### src/sv/utf8d_pkg.sv
// Package for the UTF-8 stream decoder: decoder state and result types,
// and the byte ranges of the lead bytes. No dependencies.
package utf8d_pkg;

    // Lead byte ranges, sequences of one to six bytes
    localparam logic [7:0] ASCII_HI  = 8'd127;
    localparam logic [7:0] LEAD2_LO  = 8'd192;
    localparam logic [7:0] LEAD2_HI  = 8'd223;
    localparam logic [7:0] LEAD3_LO  = 8'd224;
    localparam logic [7:0] LEAD3_HI  = 8'd239;
    localparam logic [7:0] LEAD4_LO  = 8'd240;
    localparam logic [7:0] LEAD4_HI  = 8'd247;
    localparam logic [7:0] LEAD5_LO  = 8'd248;
    localparam logic [7:0] LEAD5_HI  = 8'd251;
    localparam logic [7:0] LEAD6_LO  = 8'd252;
    localparam logic [7:0] LEAD6_HI  = 8'd253;
    // Offset removed from each continuation byte
    localparam logic [31:0] CONT_BIAS = 32'd128;

    // Bits of payload a continuation byte contributes
    localparam int unsigned CONT_BITS = 6;

    typedef struct packed {
        logic [2:0]  owed;   // continuation bytes still owed
        logic [31:0] acc;    // partial code point, wraps modulo 2^32
    } t_dec_state;

    typedef struct packed {
        logic        emit;   // a character completes on this byte
        logic [31:0] value;  // its code point
    } t_dec_result;

endpackage

### src/sv/utf8d_decode.sv
// Single-byte decode step: next decoder state and optional result.
// Depends on utf8d_pkg.
module utf8d_decode
    import utf8d_pkg::*;
(
    input  t_dec_state  i_state,
    input  logic [7:0]  i_byte,
    input  logic        i_last,
    output t_dec_state  o_state,
    output t_dec_result o_result
);

    logic [31:0] cont_sum;
    logic [2:0]  owed_dec;

    // Shift in six bits and remove the continuation bias, unchecked
    assign cont_sum = {i_state.acc[31-CONT_BITS:0], {CONT_BITS{1'b0}}}
                    + {24'd0, i_byte} - CONT_BIAS;
    assign owed_dec = i_state.owed - 3'd1;

    always_comb begin
        o_state  = i_state;
        o_result = '{emit: 1'b0, value: 32'd0};
        if (i_state.owed == 3'd0) begin
            // Classify the lead byte; stray and invalid leads are dropped
            if (i_byte <= ASCII_HI) begin
                o_result = '{emit: 1'b1, value: {24'd0, i_byte}};
            end else if (i_byte >= LEAD2_LO && i_byte <= LEAD2_HI) begin
                o_state = '{owed: 3'd1, acc: {27'd0, i_byte[4:0]}};
            end else if (i_byte >= LEAD3_LO && i_byte <= LEAD3_HI) begin
                o_state = '{owed: 3'd2, acc: {28'd0, i_byte[3:0]}};
            end else if (i_byte >= LEAD4_LO && i_byte <= LEAD4_HI) begin
                o_state = '{owed: 3'd3, acc: {29'd0, i_byte[2:0]}};
            end else if (i_byte >= LEAD5_LO && i_byte <= LEAD5_HI) begin
                o_state = '{owed: 3'd4, acc: {30'd0, i_byte[1:0]}};
            end else if (i_byte >= LEAD6_LO && i_byte <= LEAD6_HI) begin
                o_state = '{owed: 3'd5, acc: {31'd0, i_byte[0]}};
            end
        end else begin
            // Accumulate a continuation byte, emit when nothing is owed
            o_state = '{owed: owed_dec, acc: cont_sum};
            if (owed_dec == 3'd0) begin
                o_result = '{emit: 1'b1, value: cont_sum};
                o_state.acc = 32'd0;
            end
        end
        // End of buffer drops any partial character
        if (i_last) begin
            o_state = '{owed: 3'd0, acc: 32'd0};
        end
    end

endmodule

### src/sv/utf8_stream_decoder_unit.sv
// Top level of the UTF-8 stream decoder: input register, decode step,
// result register. Depends on utf8d_pkg and utf8d_decode.
//
//   channel   direction  tdata          tlast          tuser
//   s_axis    in         in_byte[7:0]   buffer_end     -
//   m_axis    out        code_point     closes_buffer  -
//
// One byte is taken every cycle while m_axis does not stall; a completing byte
// waits in the input register and its result in the result register. The rate is
// set by the single decode step between the two registers.
// Reset (synchronous, active low) empties both registers and clears the
// decoder state. A stall on m_axis holds the result register, then the
// input register, and then drops s_axis_tready.
module utf8_stream_decoder_unit
    import utf8d_pkg::*;
(
    input  logic        i_clk,
    input  logic        i_rst_n,
    input  logic        s_axis_tvalid,
    output logic        s_axis_tready,
    input  logic [7:0]  s_axis_tdata,   // [7:0] in_byte
    input  logic        s_axis_tlast,   // buffer_end
    output logic        m_axis_tvalid,
    input  logic        m_axis_tready,
    output logic [31:0] m_axis_tdata,   // [31:0] code_point
    output logic        m_axis_tlast    // closes_buffer
);

    logic        r_in_valid;
    logic [7:0]  r_in_byte;
    logic        r_in_last;
    t_dec_state  r_state;
    t_dec_state  n_state;
    t_dec_result n_result;
    logic        r_out_valid;
    logic [31:0] r_out_value;
    logic        r_out_last;
    logic        advance;

    // Move the held beat into the result stage when it has room
    assign advance       = r_in_valid && (!r_out_valid || m_axis_tready);
    assign s_axis_tready = !r_in_valid || advance;

    utf8d_decode u_decode (
        .i_state  (r_state),
        .i_byte   (r_in_byte),
        .i_last   (r_in_last),
        .o_state  (n_state),
        .o_result (n_result)
    );

    // Input register
    always_ff @(posedge i_clk) begin
        if (!i_rst_n) begin
            r_in_valid <= 1'b0;
        end else if (s_axis_tvalid && s_axis_tready) begin
            r_in_valid <= 1'b1;
        end else if (advance) begin
            r_in_valid <= 1'b0;
        end
    end

    always_ff @(posedge i_clk) begin
        if (s_axis_tvalid && s_axis_tready) begin
            r_in_byte <= s_axis_tdata;
            r_in_last <= s_axis_tlast;
        end
    end

    // Decoder state advances once per decoded beat
    always_ff @(posedge i_clk) begin
        if (!i_rst_n) begin
            r_state <= '{owed: 3'd0, acc: 32'd0};
        end else if (advance) begin
            r_state <= n_state;
        end
    end

    // Result register
    always_ff @(posedge i_clk) begin
        if (!i_rst_n) begin
            r_out_valid <= 1'b0;
        end else if (advance && n_result.emit) begin
            r_out_valid <= 1'b1;
        end else if (m_axis_tready) begin
            r_out_valid <= 1'b0;
        end
    end

    always_ff @(posedge i_clk) begin
        if (advance && n_result.emit) begin
            r_out_value <= n_result.value;
            r_out_last  <= r_in_last;
        end
    end

    assign m_axis_tvalid = r_out_valid;
    assign m_axis_tdata  = r_out_value;
    assign m_axis_tlast  = r_out_last;

endmodule

### config.mk
export PLATFORM = sky130hd
export DESIGN_NAME = utf8_stream_decoder_unit
export DESIGN_NICKNAME = d
export VERILOG_FILES = /design/src/sv/utf8d_pkg.sv /design/src/sv/utf8d_decode.sv /design/src/sv/utf8_stream_decoder_unit.sv
export SDC_FILE = /design/constraint.sdc
export NUM_CORES = 1
export LEC_CHECK = 0
export ABC_CLOCK_PERIOD_IN_PS = 3300
export BUFFER_PORTS_ARGS = -buffer_cell sky130_fd_sc_hd__buf_2
export CAP_MARGIN = 20
export CORE_UTILIZATION = 30
export DETAILED_ROUTE_END_ITERATION = 12
export GPL_TIMING_DRIVEN = 0
export RECOVER_POWER = 50
export SYNTH_ARGS = -nofsm -noshare
export SYNTH_HDL_FRONTEND = slang
export SYNTH_SLANG_ARGS = --single-unit
### constraint.sdc
create_clock -name i_clk -period 3.3 [get_ports i_clk]
set_clock_uncertainty 0.15 [all_clocks]
set_input_delay 0.495 -clock i_clk [delete_from_list [all_inputs] [get_ports i_clk]]
set_output_delay 0.495 -clock i_clk [all_outputs]
set_load 0.01 [all_outputs]
* After elaboration in Yosys (flattened, before gate mapping)
Index checks and enable logic that the tools add are counted.
Storage, ports and cells: input port bits 13, bits in registers 73, word-level logic and storage cells 57
Cells by class: equality and inequality tests 2, muxes and demuxes 16, $lt $le $gt $ge 11, add/subtract/negate cells 3, reduce and logical (&&, ||, !) cells 17
Operators by type and width (number):
- 2-to-1 mux 35 bit | 8
- 2-to-1 mux 33 bit | 3
- greater-or-equal comparator 8 bit (second input constant) | 5
- less-or-equal comparator 8 bit (second input constant) | 5
- adder 32 x 8 -> 32 bit | 1
- 2-to-1 mux 32 bit | 1
- subtractor 32 x 8 -> 32 bit (second input constant) | 1
- less-or-equal comparator 8 x 7 -> 1 bit (second input constant) | 1
- logical AND 1 bit | 8
- != test 7 bit (second input constant) | 1
- zero test 3 bit | 2
- 2-to-1 mux 1 bit | 4
- nonzero test 2 bit | 2
- != test 3 bit (second input constant) | 1
- AND reduction 3 bit | 1
- subtractor 3 x 1 -> 3 bit (second input constant) | 1
- zero test 1 bit | 2
- logical OR 1 bit | 2

* Longest topological paths before layout
word-level depth 10, gate-level depth with buffers 11

* Cells and area by module
Synthesis repeated with hierarchy kept, for this count alone.
Second synthesis, totals: cells, all modules 592, area, all modules 4969.8 µm²
By module, submodules not included:
- utf8_stream_decoder_unit | instances 1, seq. area each 2001.9 µm², cells each 206, area an instance 2753.9 µm²
- utf8d_decode | instances 1, seq. area each 0.0 µm², cells each 386, area an instance 2215.9 µm²

* Worst setup path before layout
Ideal clock, no wire load.
kind register to register, start point register r_state[32] in the netlist's numbering, end point register r_out_value[0] (netlist: m_axis_tdata[0]), enable pin, stages on the path, launching flop included 7, period minus slack after synthesis 3.235 ns, arrival time 2.660 ns, setup slack 0.065 ns, setup time 0.424 ns, cells stage by stage dfxtp_1 -> inv_1 -> ha_1 -> nor3_1 -> o21a_1 -> nor2_1 -> nor2_1
Between the ends: cells in the longest elaborated chain, start to end 5
Ends and longest elaborated chain:
- start: declaration | line utf8_stream_decoder_unit.sv:32 | t_dec_state r_state;
- start signal: assignment | line utf8_stream_decoder_unit.sv:73 | r_state <= '{owed: 3'd0, acc: 32'd0};
- start signal: assignment | line utf8_stream_decoder_unit.sv:75 | r_state <= n_state;
- subtractor 3 x 1 -> 3 bit | line utf8d_decode.sv:19 | assign owed_dec = i_state.owed - 3'd1;
- zero test 3 bit | line utf8d_decode.sv:42 | if (owed_dec == 3'd0) begin
- 2-to-1 mux 33 bit | line utf8d_decode.sv:42
- 2-to-1 mux 33 bit (*) | line utf8d_decode.sv:24 | if (i_state.owed == 3'd0) begin
- logical AND 1 bit (*) | line utf8_stream_decoder_unit.sv:91 | if (advance && n_result.emit) begin
- end signal: assignment | line utf8_stream_decoder_unit.sv:92 | r_out_value <= n_result.value;
- end: declaration | line utf8_stream_decoder_unit.sv:36 | logic [31:0] r_out_value;
Mark *: on every way between the ends. The rest lies on a longest branch, timed or not. A chain may end at the register's enable or synchronous reset.

* Final worst setup path
start point register r_in_byte[7], end point register r_out_value[19] (netlist: m_axis_tdata[19]) (data pin)
Between the ends: cells in the longest elaborated chain, start to end 4
Ends and longest elaborated chain:
- start: declaration | line utf8_stream_decoder_unit.sv:30 | logic [7:0] r_in_byte;
- start signal: assignment | line utf8_stream_decoder_unit.sv:65 | r_in_byte <= s_axis_tdata;
- adder 32 x 8 -> 32 bit | line utf8d_decode.sv:18 | + {24'd0, i_byte} - CONT_BIAS;
- subtractor 32 x 8 -> 32 bit | line utf8d_decode.sv:18
- 2-to-1 mux 33 bit | line utf8d_decode.sv:42
- 2-to-1 mux 33 bit | line utf8d_decode.sv:24
No other way between the ends.

==> impl_metrics.env <==
export IMPL_ios=48
export IMPL_hold_class="in2reg"
export IMPL_overflow=0
export IMPL_gp_congestion=0.836
export IMPL_pwr_density_cell_nw_per_um2=490
export IMPL_dieWidth_um=121
export IMPL_fin_setup_tns_ns=0
export IMPL_path_class="reg2reg"
export IMPL_cts_root_buffer="clkbuf_16"
export IMPL_min_period_ns=3.10
export IMPL_yosysSeqAreaShare_pct=44.6
export IMPL_syn2layout_area_growth_pct=18.5
export IMPL_h_tree_depth=3
export IMPL_drtIter0Drc=142
export IMPL_tritoncts="yes"
export IMPL_vdd_drop_max_mv=0.376
export IMPL_wl_per_cell_um=14.5
export IMPL_synth_most_common_cell="nor2_1"
export IMPL_synth_top_area_share_pct=29.9
export IMPL_final_period_utilization_pct=93.9
export IMPL_synthesis_nets=496
export IMPL_cts_hold_buffers=0
export IMPL_netlist_instances=453
export IMPL_fin_cells=693
export IMPL_finalHoldViolCount=0
export IMPL_nNetsFinal=555
export IMPL_synth_seq_cells=73
export IMPL_groute_usage_overall_pct=14.8
export IMPL_synth_distinct_cells=62
export IMPL_die_y_um=121
export IMPL_relSlewSlack_pct=61.8
export IMPL_run_status="finished clean"
export IMPL_synth_edf_count=42
export IMPL_insertion_delay_ns=0.34
export IMPL_pwr_share_clk_pct=42.2
export IMPL_setup_viol_count_final=0
export IMPL_drcViolationCount=0
export IMPL_yosys_top_cells_count="52 x nor2_1, 45 x nand2_1, 42 x edfxtp_1"
export IMPL_clock_sinks=73
export IMPL_nFillCells=1430
export IMPL_detail_route_first_pass_iterations=4
export IMPL_cp_data_arrival_time_ns=3.02
export IMPL_ys_warn_count=0
export IMPL_dp_cells=677
export IMPL_clock_path_buffers=2
export IMPL_endpoint_kind="flip-flop"
export IMPL_ys_flop_type="edfxtp_1"
export IMPL_post_route_util_pct=37.2
export IMPL_cp_max_fo=5
export IMPL_setup_ws_ns=0.203
export IMPL_numPortBuffers=47
export IMPL_netSwitchingPower_mw=0.641
export IMPL_seq_power_share_pct=41.0
export IMPL_dp_hpwl_um=7620
export IMPL_grt_pass1_vias=3436
export IMPL_detail_route_antenna_nets=0
export IMPL_coreArea_um2=13500
export IMPL_cts_buffers=9
export IMPL_postSynthAreaPerCell_um2=9.31
export IMPL_p_int_mw=1.81
export IMPL_vias=3483
export IMPL_n_antenna_cell=0
export IMPL_finalPower_mw=2.45
export IMPL_dieArea_um2=14500
export IMPL_rsz0062_at_grt="false"
export IMPL_routed_via_density=5.03
export IMPL_startpoint_type="flip-flop"
export IMPL_finalWirelength_um=10100
export IMPL_antenna_found_initial=0
export IMPL_cap_violations=0
export IMPL_tightest_slew_ns=0.570
export IMPL_post_synth_top_area_cell="edfxtp_1"
export IMPL_clk_pin_slew_ns=0.06
export IMPL_initial_utilization_pct=31.4
export IMPL_cellLeakagePower_nw=1.95
export IMPL_dp_slack_ns=0.134
export IMPL_pwr_share_comb_pct=16.7
export IMPL_slew_violations=0
export IMPL_synth_cell_area_um2=4220
export IMPL_drive_gt1_share_pct=10.1
export IMPL_grt_pass1_wl_um=16700
export IMPL_max_freq_mhz=323
export IMPL_async_reset_ff_share_pct=0
export IMPL_synth_area_leaders="edfxtp_1 30%, dfxtp_1 15%, ha_1 8.6%"
export IMPL_cp_required_ns=3.23
export IMPL_row_count=42
export IMPL_switching_share_pct=26.1
export IMPL_grt_start_max_net_pins=22
-- per-stage QoR --
stage               area, um2  hold slack [ns]
finish                   5000            0.175
global route             5000            0.156
CTS                      5030            0.161
detailed placement       4710            0.318
global placement         4670            0.296
floorplan                4220            0.286
-- registers in the layout (all words and copies together), names as in the netlist --
signal	count
m_axis_tlast	1
r_in_valid	1
r_in_byte	8
m_axis_tvalid	1
r_in_last	1
m_axis_tdata	32
r_state	29
-- cells by family (layout without fill, tap and decap cells) --
kind of cell	after synthesis	count (layout)	share of synthesized area, %
AO/OA/AOI/OAI	117	117	18.8
XOR/XNOR	15	15	3.11
adder cells (fa/ha/maj)	30	30	9.07
buffers and inverters	52	116	5.34
flip-flops	73	73	44.6
multiplexers	2	2	0.504
AND/OR/NAND/NOR	164	164	18.6
-- critical path: stages (launching register included) --
cell      delay (ns)
edfxtp_1        0.39
inv_1           0.06
ha_1            0.27
inv_1           0.04
ha_1            0.22
fa_1            0.43
a21o_1          0.22
a221oi_4        0.36
nor2_1          0.11
o41ai_2         0.24
xor2_1          0.26
nor2_1          0.07
-- power groups by stage --
stage | logic (mW) | registers, mW | clock network [mW]
final | 0.410 | 1.01 | 1.04
after global routing | 0.456 | 1.01 | 1.10
after CTS | 0.409 | 1.01 | 1.07
after detailed placement | 0.405 | 1.02 | 0
after global placement | 0.394 | 1.03 | 0
after floorplan | 0.299 | 1.03 | 0
-- worst paths after layout --
path | startpoint | end | slack [ns] | depth (start not counted)
min reg2reg | r_state[1] | r_state[1] | 0.32 | 2
max reg2reg | r_in_byte[7] | m_axis_tdata[19] | 0.20 | 11
max | r_in_byte[7] | m_axis_tdata[19] | 0.20 | 11
min | s_axis_tdata[2] | r_in_byte[2] | 0.18 | 1
-- cells in the final DEF, fill, tap and decap left out, drive strengths merged, types with 2 or more instances in the layout --
master and count:
xnor2 9, nor2b 9, or4 2, ha 29, a21o 10, and4 2, edfxtp 42, nor3 20
clkbuf 53, o21a 6, o211ai 5, o31ai 2, nand2b 4, clkinv 5, a22oi 4, nand4 5
o21ai 30, o41a 5, a2111oi 3, a21oi 31, and2 7, xor2 6, bufinv 2, inv 34
a221oi 2, a31oi 5, and3 4, nor3b 3, nand4b 2, dfxtp 31, a211oi 3, nand3 8
nor2 52, buf 21, nand2 45
-- metal layers --
layer | track usage, % | wire (um) | vias up
met5 | 0 | 0 | -
met4 | 5.32 | 194 | 0
met3 | 4.43 | 407 | 13
met2 | 25.3 | 4920 | 62
met1 | 17.6 | 4550 | 1661
li1 | - | - | 1747
-- area by class of cell --
| cell class | instances | area [um2] | share of cell area [%] |
|---|---|---|---|
| Buffer | 17 | 92.6 | 1.85 |
| Clock buffer | 9 | 225 | 4.50 |
| Clock inverter | 7 | 95.1 | 1.90 |
| Inverter | 35 | 131 | 2.63 |
| Multi-Input combinational cell | 328 | 2140 | 42.7 |
| Sequential cell | 73 | 1880 | 37.6 |
| Tap cell | 176 | 220 | 4.40 |
| Timing Repair Buffer | 48 | 218 | 4.35 |
-- timing repair --
action	4_1_cts	5_1_grt
setup buffers	0	0
setup endpoints to repair	0	9
resized for setup	0	2
(Power assumes the default switching activity.)
